`src/rtl/core/line_centroid_offset_assert.svh`:
```
// ----------------------------------------------------------------------------
// line centroid offset assertion macros
// concurrent checks used by the top level, empty when synthesising
// ----------------------------------------------------------------------------
`ifndef LINE_CENTROID_OFFSET_ASSERT_SVH
`define LINE_CENTROID_OFFSET_ASSERT_SVH

`ifndef SYNTHESIS

// same-cycle implication
`define LCO_ASSERT_NOW(label, clk, rst, ante, cons) \
   label: assert property (@(posedge clk) disable iff (rst) (ante) |-> (cons)) \
      else $error("line_centroid_offset: same-cycle check failed");

// next-cycle implication
`define LCO_ASSERT_NEXT(label, clk, rst, ante, cons) \
   label: assert property (@(posedge clk) disable iff (rst) (ante) |=> (cons)) \
      else $error("line_centroid_offset: next-cycle check failed");

`else

`define LCO_ASSERT_NOW(label, clk, rst, ante, cons)
`define LCO_ASSERT_NEXT(label, clk, rst, ante, cons)

`endif

`endif

```
`src/rtl/core/lco_pkg.sv`:
```
// ----------------------------------------------------------------------------
// lco_pkg
// widths, position weights, divider item type and darkness helpers
// ----------------------------------------------------------------------------
package lco_pkg;

   localparam int CHANNELS       = 8;
   localparam int PAIRS          = CHANNELS / 2;
   localparam int LEVEL_W        = 12;
   localparam int ADC_MAX        = 4095;
   localparam int DARK_W         = $clog2(ADC_MAX + 1);
   localparam int CALC_W         = ((DARK_W > LEVEL_W) ? DARK_W : LEVEL_W) + 1;
   localparam int TOT_W          = DARK_W + $clog2(CHANNELS);
   // sum of the positive weights bounds the weighted sum magnitude
   localparam int WEIGHT_POS_SUM = 800;
   localparam int MAG_W          = DARK_W + $clog2(WEIGHT_POS_SUM + 1);
   localparam int WSUM_W         = MAG_W + 1;
   localparam int OFFSET_LIMIT   = 350;
   localparam int QUOT_W         = $clog2(OFFSET_LIMIT + 1);
   localparam int OFFSET_W       = 10;
   localparam int FRONT_STAGES   = 4;
   localparam int DIV_STAGES     = QUOT_W;
   localparam int PIPE_STAGES    = FRONT_STAGES + DIV_STAGES;

   localparam int POS_WEIGHT [CHANNELS] = '{-350, -250, -150, -50, 50, 150, 250, 350};

   typedef logic [LEVEL_W-1:0] level_type;
   typedef logic [DARK_W-1:0]  dark_type;

   // one item in flight through the divider
   typedef struct packed {
      logic [TOT_W-1:0]  rem;
      logic [QUOT_W-1:0] low;
      logic [QUOT_W-1:0] quot;
      logic [TOT_W-1:0]  den;
      logic              neg;
      logic              white;
   } div_type;

   // full scale minus level, saturating at zero
   function automatic dark_type dark_of(input level_type level);
      logic [CALC_W-1:0] diff;
      diff = CALC_W'(ADC_MAX) - CALC_W'(level);
      if (diff[CALC_W-1]) begin
         return '0;
      end
      return diff[DARK_W-1:0];
   endfunction

   // darkness times the channel's position weight
   function automatic logic signed [WSUM_W-1:0] weigh(input int idx, input dark_type dark);
      int prod;
      prod = POS_WEIGHT[idx] * int'(dark);
      return WSUM_W'(prod);
   endfunction

endpackage

```
`src/rtl/core/lco_dark_sum.sv`:
```
// ----------------------------------------------------------------------------
// lco_dark_sum
// front stages: darkness, pair sums, totals, sign and magnitude split
// ----------------------------------------------------------------------------
module lco_dark_sum
   import lco_pkg::*;
(
   input  logic                    clock,
   input  logic [FRONT_STAGES-1:0] enable,
   input  level_type               level [CHANNELS],
   output div_type                 div_out
);

   dark_type                  dark_ff   [CHANNELS];
   logic signed [WSUM_W-1:0]  pair_w_ff [PAIRS];
   logic [TOT_W-1:0]          pair_t_ff [PAIRS];
   logic signed [WSUM_W-1:0]  wsum_ff;
   logic signed [WSUM_W-1:0]  wsum_in;
   logic [TOT_W-1:0]          tsum_ff;
   logic [TOT_W-1:0]          tsum_in;
   logic [MAG_W-1:0]          mag;
   div_type                   div_ff;
   div_type                   div_in;

   // stage one: darkness per channel
   always_ff @(posedge clock) begin
      if (enable[0]) begin
         for (int i = 0; i < CHANNELS; i++) begin
            dark_ff[i] <= dark_of(level[i]);
         end
      end
   end

   // stage two: weighted and plain sums of neighbouring channels
   always_ff @(posedge clock) begin
      if (enable[1]) begin
         for (int j = 0; j < PAIRS; j++) begin
            pair_w_ff[j] <= weigh(2 * j, dark_ff[2 * j]) + weigh(2 * j + 1, dark_ff[2 * j + 1]);
            pair_t_ff[j] <= TOT_W'(dark_ff[2 * j]) + TOT_W'(dark_ff[2 * j + 1]);
         end
      end
   end

   // stage three: whole-frame sums
   always_comb begin
      wsum_in = '0;
      tsum_in = '0;
      for (int j = 0; j < PAIRS; j++) begin
         wsum_in = wsum_in + pair_w_ff[j];
         tsum_in = tsum_in + pair_t_ff[j];
      end
   end

   always_ff @(posedge clock) begin
      if (enable[2]) begin
         wsum_ff <= wsum_in;
         tsum_ff <= tsum_in;
      end
   end

   // stage four: magnitude; top bits seed the remainder, the rest shift in
   always_comb begin
      mag          = wsum_ff[WSUM_W-1] ? MAG_W'(-wsum_ff) : MAG_W'(wsum_ff);
      div_in.rem   = TOT_W'(mag >> QUOT_W);
      div_in.low   = mag[QUOT_W-1:0];
      div_in.quot  = '0;
      div_in.den   = tsum_ff;
      div_in.neg   = wsum_ff[WSUM_W-1];
      div_in.white = (tsum_ff == '0);
   end

   always_ff @(posedge clock) begin
      if (enable[3]) begin
         div_ff <= div_in;
      end
   end

   assign div_out = div_ff;

endmodule

```
`src/rtl/core/lco_div_step.sv`:
```
// ----------------------------------------------------------------------------
// lco_div_step
// one restoring division step, one quotient bit per register stage
// ----------------------------------------------------------------------------
module lco_div_step
   import lco_pkg::*;
(
   input  logic    clock,
   input  logic    enable,
   input  div_type div_in,
   output div_type div_out
);

   logic [TOT_W:0]   trial;
   logic [TOT_W+1:0] diff;
   logic             ge;
   div_type          step_ff;
   div_type          step_in;

   always_comb begin
      trial         = {div_in.rem, div_in.low[QUOT_W-1]};
      diff          = {1'b0, trial} - {2'b00, div_in.den};
      ge            = !diff[TOT_W+1];
      step_in       = div_in;
      step_in.rem   = ge ? diff[TOT_W-1:0] : trial[TOT_W-1:0];
      step_in.low   = {div_in.low[QUOT_W-2:0], 1'b0};
      step_in.quot  = {div_in.quot[QUOT_W-2:0], ge};
   end

   always_ff @(posedge clock) begin
      if (enable) begin
         step_ff <= step_in;
      end
   end

   assign div_out = step_ff;

endmodule

```
`src/rtl/core/line_centroid_offset.sv`:
```
// ----------------------------------------------------------------------------
// line_centroid_offset
// darkness-weighted line position of an eight-channel reflectance frame
// ----------------------------------------------------------------------------
// one frame of eight levels comes in on the req_ channel, one result goes out
// on the rsp_ channel: rsp_offset, the weighted centroid truncated toward
// zero in -350..350, and rsp_all_white, set with a zero offset when the whole
// frame reads full scale
// an item is taken on a rising edge with valid high and stall low
// from the accepting edge the result passes the four front stages, the nine
// divider stages, then the output register before showing on rsp_, the
// first front stage loading on the accepting edge itself
// throughput: one item per cycle while req_stall is low, each divider stage yields one quotient bit
// req_stall rises only when every stage ahead of the input holds an item and
// the output register is stalled; empty stages close up behind a stalled
// result, so new items keep coming in until the pipe is full
// reset (synchronous, active high) empties every stage; the pipe holds no
// other state, so results never depend on earlier frames
// ----------------------------------------------------------------------------
`include "line_centroid_offset_assert.svh"

module line_centroid_offset
   import lco_pkg::*;
(
   input  logic                       clock,
   input  logic                       reset,
   input  logic                       req_valid,
   output logic                       req_stall,
   input  logic [LEVEL_W-1:0]         req_level_0,
   input  logic [LEVEL_W-1:0]         req_level_1,
   input  logic [LEVEL_W-1:0]         req_level_2,
   input  logic [LEVEL_W-1:0]         req_level_3,
   input  logic [LEVEL_W-1:0]         req_level_4,
   input  logic [LEVEL_W-1:0]         req_level_5,
   input  logic [LEVEL_W-1:0]         req_level_6,
   input  logic [LEVEL_W-1:0]         req_level_7,
   output logic                       rsp_valid,
   input  logic                       rsp_stall,
   output logic signed [OFFSET_W-1:0] rsp_offset,
   output logic                       rsp_all_white
);

   // per-stage occupancy and ready chain
   logic [PIPE_STAGES-1:0]    vld_ff;
   logic [PIPE_STAGES-1:0]    vld_in;
   logic [PIPE_STAGES-1:0]    vld_prev;
   logic [PIPE_STAGES:0]      rdy;

   level_type                 level [CHANNELS];
   div_type                   div_chain [DIV_STAGES+1];

   // output register
   logic                      rsp_valid_ff;
   logic                      rsp_valid_in;
   logic signed [OFFSET_W-1:0] rsp_offset_ff;
   logic signed [OFFSET_W-1:0] rsp_offset_in;
   logic                      rsp_all_white_ff;
   logic                      rsp_all_white_in;
   logic [OFFSET_W-1:0]       quot_ext;

   assign level[0] = req_level_0;
   assign level[1] = req_level_1;
   assign level[2] = req_level_2;
   assign level[3] = req_level_3;
   assign level[4] = req_level_4;
   assign level[5] = req_level_5;
   assign level[6] = req_level_6;
   assign level[7] = req_level_7;

   // a stage may load when it is empty or its successor moves on
   assign rdy[PIPE_STAGES] = !rsp_valid_ff || !rsp_stall;

   for (genvar k = 0; k < PIPE_STAGES; k++) begin : g_rdy
      assign rdy[k] = !vld_ff[k] || rdy[k + 1];
   end

   assign req_stall = !rdy[0];

   // valid bits move in step with the data registers
   assign vld_prev = {vld_ff[PIPE_STAGES-2:0], req_valid};

   always_comb begin
      for (int k = 0; k < PIPE_STAGES; k++) begin
         vld_in[k] = rdy[k] ? vld_prev[k] : vld_ff[k];
      end
   end

   always_ff @(posedge clock) begin
      if (reset) begin
         vld_ff <= '0;
      end else begin
         vld_ff <= vld_in;
      end
   end

   // darkness, sums and sign split
   lco_dark_sum u_dark_sum (
      .clock   (clock),
      .enable  (rdy[FRONT_STAGES-1:0]),
      .level   (level),
      .div_out (div_chain[0])
   );

   // divider, most significant quotient bit first
   for (genvar g = 0; g < DIV_STAGES; g++) begin : g_div
      lco_div_step u_div_step (
         .clock   (clock),
         .enable  (rdy[FRONT_STAGES + g]),
         .div_in  (div_chain[g]),
         .div_out (div_chain[g + 1])
      );
   end

   // restore the sign, force zero for an all-white frame
   always_comb begin
      quot_ext         = OFFSET_W'(div_chain[DIV_STAGES].quot);
      rsp_all_white_in = div_chain[DIV_STAGES].white;
      if (div_chain[DIV_STAGES].white) begin
         rsp_offset_in = '0;
      end else if (div_chain[DIV_STAGES].neg) begin
         rsp_offset_in = -$signed(quot_ext);
      end else begin
         rsp_offset_in = $signed(quot_ext);
      end
      rsp_valid_in = rdy[PIPE_STAGES] ? vld_ff[PIPE_STAGES-1] : rsp_valid_ff;
   end

   always_ff @(posedge clock) begin
      if (reset) begin
         rsp_valid_ff <= 1'b0;
      end else begin
         rsp_valid_ff <= rsp_valid_in;
      end
   end

   always_ff @(posedge clock) begin
      if (rdy[PIPE_STAGES]) begin
         rsp_offset_ff    <= rsp_offset_in;
         rsp_all_white_ff <= rsp_all_white_in;
      end
   end

   assign rsp_valid     = rsp_valid_ff;
   assign rsp_offset    = rsp_offset_ff;
   assign rsp_all_white = rsp_all_white_ff;

   // an all-white result always carries a zero offset
   `LCO_ASSERT_NOW(a_white_zero, clock, reset, rsp_valid_ff && rsp_all_white_ff, rsp_offset_ff == '0)

   // the centroid never leaves the span of the outer weights
   `LCO_ASSERT_NOW(a_offset_span, clock, reset, rsp_valid_ff, (rsp_offset_ff <= OFFSET_LIMIT) && (rsp_offset_ff >= -OFFSET_LIMIT))

   // an empty output register means the whole pipe can advance
   `LCO_ASSERT_NOW(a_empty_no_stall, clock, reset, !rsp_valid_ff, !req_stall)

   // an accepted item is held in the first stage on the next cycle
   `LCO_ASSERT_NEXT(a_accept_lands, clock, reset, req_valid && !req_stall, vld_ff[0])

endmodule
```
`config.mk`:
```
export PLATFORM = sky130hd
export DESIGN_NAME = line_centroid_offset
export DESIGN_NICKNAME = d
export VERILOG_FILES = /design/src/rtl/core/lco_pkg.sv /design/src/rtl/core/lco_dark_sum.sv /design/src/rtl/core/lco_div_step.sv /design/src/rtl/core/line_centroid_offset.sv
export VERILOG_INCLUDE_DIRS = /design/src /design/src/rtl/core
export SDC_FILE = /design/constraint.sdc
export NUM_CORES = 2
export LEC_CHECK = 0
export BUFFER_PORTS_ARGS = -buffer_cell sky130_fd_sc_hd__buf_2
export CAP_MARGIN = 20
export CELL_PAD_IN_SITES_DETAIL_PLACEMENT = 1
export CELL_PAD_IN_SITES_GLOBAL_PLACEMENT = 2
export CORE_ASPECT_RATIO = 1.75
export CORE_MARGIN = 5
export CORE_UTILIZATION = 35
export DETAILED_ROUTE_END_ITERATION = 6
export PLACE_DENSITY = 0.7
export RECOVER_POWER = 100
export SETUP_SLACK_MARGIN = 0.5
export SYNTH_ARGS = -nofsm -noshare
export SYNTH_HDL_FRONTEND = slang
export SYNTH_SLANG_ARGS = --single-unit
```
`constraint.sdc`:
```
create_clock -name clock -period 9.55 [get_ports clock]
set_clock_uncertainty 0.15 [all_clocks]
set_input_delay 1.4325 -clock clock [delete_from_list [all_inputs] [get_ports clock]]
set_output_delay 1.4325 -clock clock [all_outputs]
set_load 0.02 [all_outputs]
```
==> results.toml <==
[timing]
max_slew_margin_pct = -102
hold_viol = 0
finalCritPeriodShare_pct = 79.0
max_freq_mhz = 133
finalMaxSlewViolations = 559
min_period_ns = 7.55
worst_pin_slew_ns = 3.01
worst_slack_ns = 2.00
rsz0062_at_grt = "no"
setup_tns_ns = 0
setup_violations = 0

[drt]
wl_microns = 125000
vias = 32100
antenna_left = 0
wl_per_cell_microns = 19.1
drc_errors = 0
viasPerCell = 4.91
dr.pass1.iters = 4
drtIter0Drc = 876

[cells_and_area]
drive_gt1_share_pct = 5.19
final-seq-area_sq_um = 19700
fill_cells = 15400
area_delta_synth_final_pct = 10.6
multi_input_area_sq_um = 26100
finalNetCount = 5699

[clocking]
cts_sinks = 660
numCtsBuffers = 72
cts_resized = 0
postCtsSetupBuffers = 0
insertion_delay_ns = 0.69
htree_levels = 3
cts.reportedPaths.clkPinSlew_ns = 0.07
cts_hold_buf = 0
cts_tree = "built"
clock_path_buffers = 3
root_buffer = "clkbuf_16"

[grt]
met3_usage_pct = 1.75
grt_pass1_wl_microns = 197000
grt_util_met2_pct = 37.9
use_met1_pct = 14.8
grt_max_degree = 69
grt_busiest_layer = "met2"
grt_pass1_vias = 36500
antenna_found_initial = 1
grt_overflow = 0
grt_use_total_pct = 17.0

[worst_setup_path]
crit_required_ns = 7.97
critPathArrivalTime_ns = 5.96
critical_path.max_fanout = 39
startpoint = "rsp_stall"
start_kind = "input port"
criticalPathCategory = "in2out"
r2r-start = "rsp_valid$_SDFFE_PP0P_"
cp-end-kind = "output port"

[synthesis]
synthArstFlopShare_pct = 0
synth_nets = 5519
ys_seq_area_share_pct = 40.1
yosys-top-cells-area = "edfxtp_1 40%, ha_1 18%, fa_1 10%, inv_1 6.3%, xnor2_1 4.4%"
ys_types = 80
yosysMostFrequentCell = "inv_1"
synth-seq-cells = 660
syn_inst = 4467
synth.largest_area_cell = "edfxtp_1"
synth_area_per_cell_sq_um = 11.0
yosys-top-cells-count = "824 x inv_1, 703 x ha_1, 646 x edfxtp_1"
ys.warnings.count = 0
synth_flop_cell = "edfxtp_1"
yosys.area.top_type_share_pct = 39.6
synth_edf_count = 646
netlist_area_sq_um = 49000

[floorplanning]
dieArea_sq_um = 148000
start_util_pct = 35.3
fp.dieW_microns = 293
die_h_microns = 505
rows = 181
io_pins = 113
coreArea_sq_um = 139000

[place]
io_buffer_count = 112
place_ws_ns = 3.16
dpl.hpwl_microns = 105000
gp_congestion = 0.804

[outcome]
violations = "capacitance limit, slew limit"
status = "complete, but fails checks"

[run]
cap_violations = 14

[min_path]
holdCritStartpoint = "u_dark_sum.div_out[30]$_DFFE_PP_"
hold_class = "reg2reg"
-- layout make-up --
| cell class | count | share of cell area [%] |
|---|---|---|
| antenna | 2 | 0.00924 |
| clock inverter | 52 | 1.06 |
| tap | 1830 | 4.23 |
| sequential | 660 | 36.3 |
| clock buffer | 79 | 3.39 |
| inverter | 832 | 5.77 |
| timing repair buffer | 128 | 1.10 |
| multi-input combinational | 2953 | 48.1 |
-- cell families after synthesis --
kind of cell / Yosys count / synth area share [%]
fa+ha+maj: 952 / 28.1
buf+inv: 854 / 6.57
simple gates: 846 / 8.00
compound gates: 796 / 10.6
flops: 660 / 40.1
xor+xnor: 326 / 5.82
mux: 33 / 0.738
-- worst max-delay path, stage by stage --
cell	delay, ns
clkbuf_1	0.09
and3_1	0.20
inv_1	0.35
nor2_1	0.16
and2_0	0.26
and3_1	0.25
and2_0	0.25
nand4_1	0.13
clkbuf_1	1.57
nor2_1	0.46
nand2_4	0.51
inv_1	0.08
clkbuf_1	0.18
-- sequential cells by signal, indices dropped and copies added, names as in the netlist --
name	count
u_dark_sum.tsum_ff	15
rsp_all_white	1
u_dark_sum.div_out	38
g_div.u_div_step.div_out	331
rsp_offset	10
u_dark_sum.dark_ff	96
u_dark_sum.pair_t_ff	52
u_dark_sum.pair_w_ff	81
vld_ff	13
u_dark_sum.wsum_ff	22
rsp_valid	1
-- metrics by stage --
| stage | hold WS, ns | instances | utilization (%) | area (sq um) |
|---|---|---|---|---|
| global route | 0.248 | 6535 | 39.0 | 54200 |
| finish | 0.263 | 6536 | 39.0 | 54200 |
| global placement | 0.252 | 6401 | 37.3 | 51900 |
| CTS | 0.243 | 6532 | 39.1 | 54300 |
| floorplan | 0.250 | 4467 | - | 49000 |
| detailed placement | 0.256 | 6401 | 37.3 | 51900 |
-- metal layers --
layer / part of all wire, % / routed length (microns)
met3: 1.8 / 2220
met5: 0 / 0
met2: 62 / 77900
met4: 3.7 / 4600
met1: 32 / 40000
-- cell usage in the layout (no fill, tap or decap), types with 18 or more instances in the layout --
cell / count
a211oi_1: 18
a21boi_0: 33
a21o_1: 88
a21oi_1: 267
a31oi_1: 25
and3_1: 23
buf_2: 92
clkbuf_1: 40
clkbuf_16: 72
clkinv_2: 20
edfxtp_1: 646
fa_1: 249
ha_1: 703
inv_1: 830
nand2_1: 167
nand2b_1: 42
nand3_1: 68
nor2_1: 328
nor2b_1: 60
nor3_1: 74
o21a_1: 52
o21ai_0: 124
o21bai_1: 26
o31ai_1: 26
or3_1: 22
xnor2_1: 248
xor2_1: 78
-- final timing paths --
path | slack (ns) | endpoint | cells past startpoint
worst min register to register | 0.26 | g_div[0].u_div_step.div_out[31]$_DFFE_PP_ | 0
worst max register to register | 2.63 | u_dark_sum.pair_w_ff[3][7]$_DFFE_PP_ | 11
worst max-delay path | 2.00 | req_stall | 13
worst min-delay path | 0.26 | g_div[0].u_div_step.div_out[31]$_DFFE_PP_ | 0
Power is not shown: default switching activity piles up to over one toggle a cycle in this logic, so the estimate is an artifact.
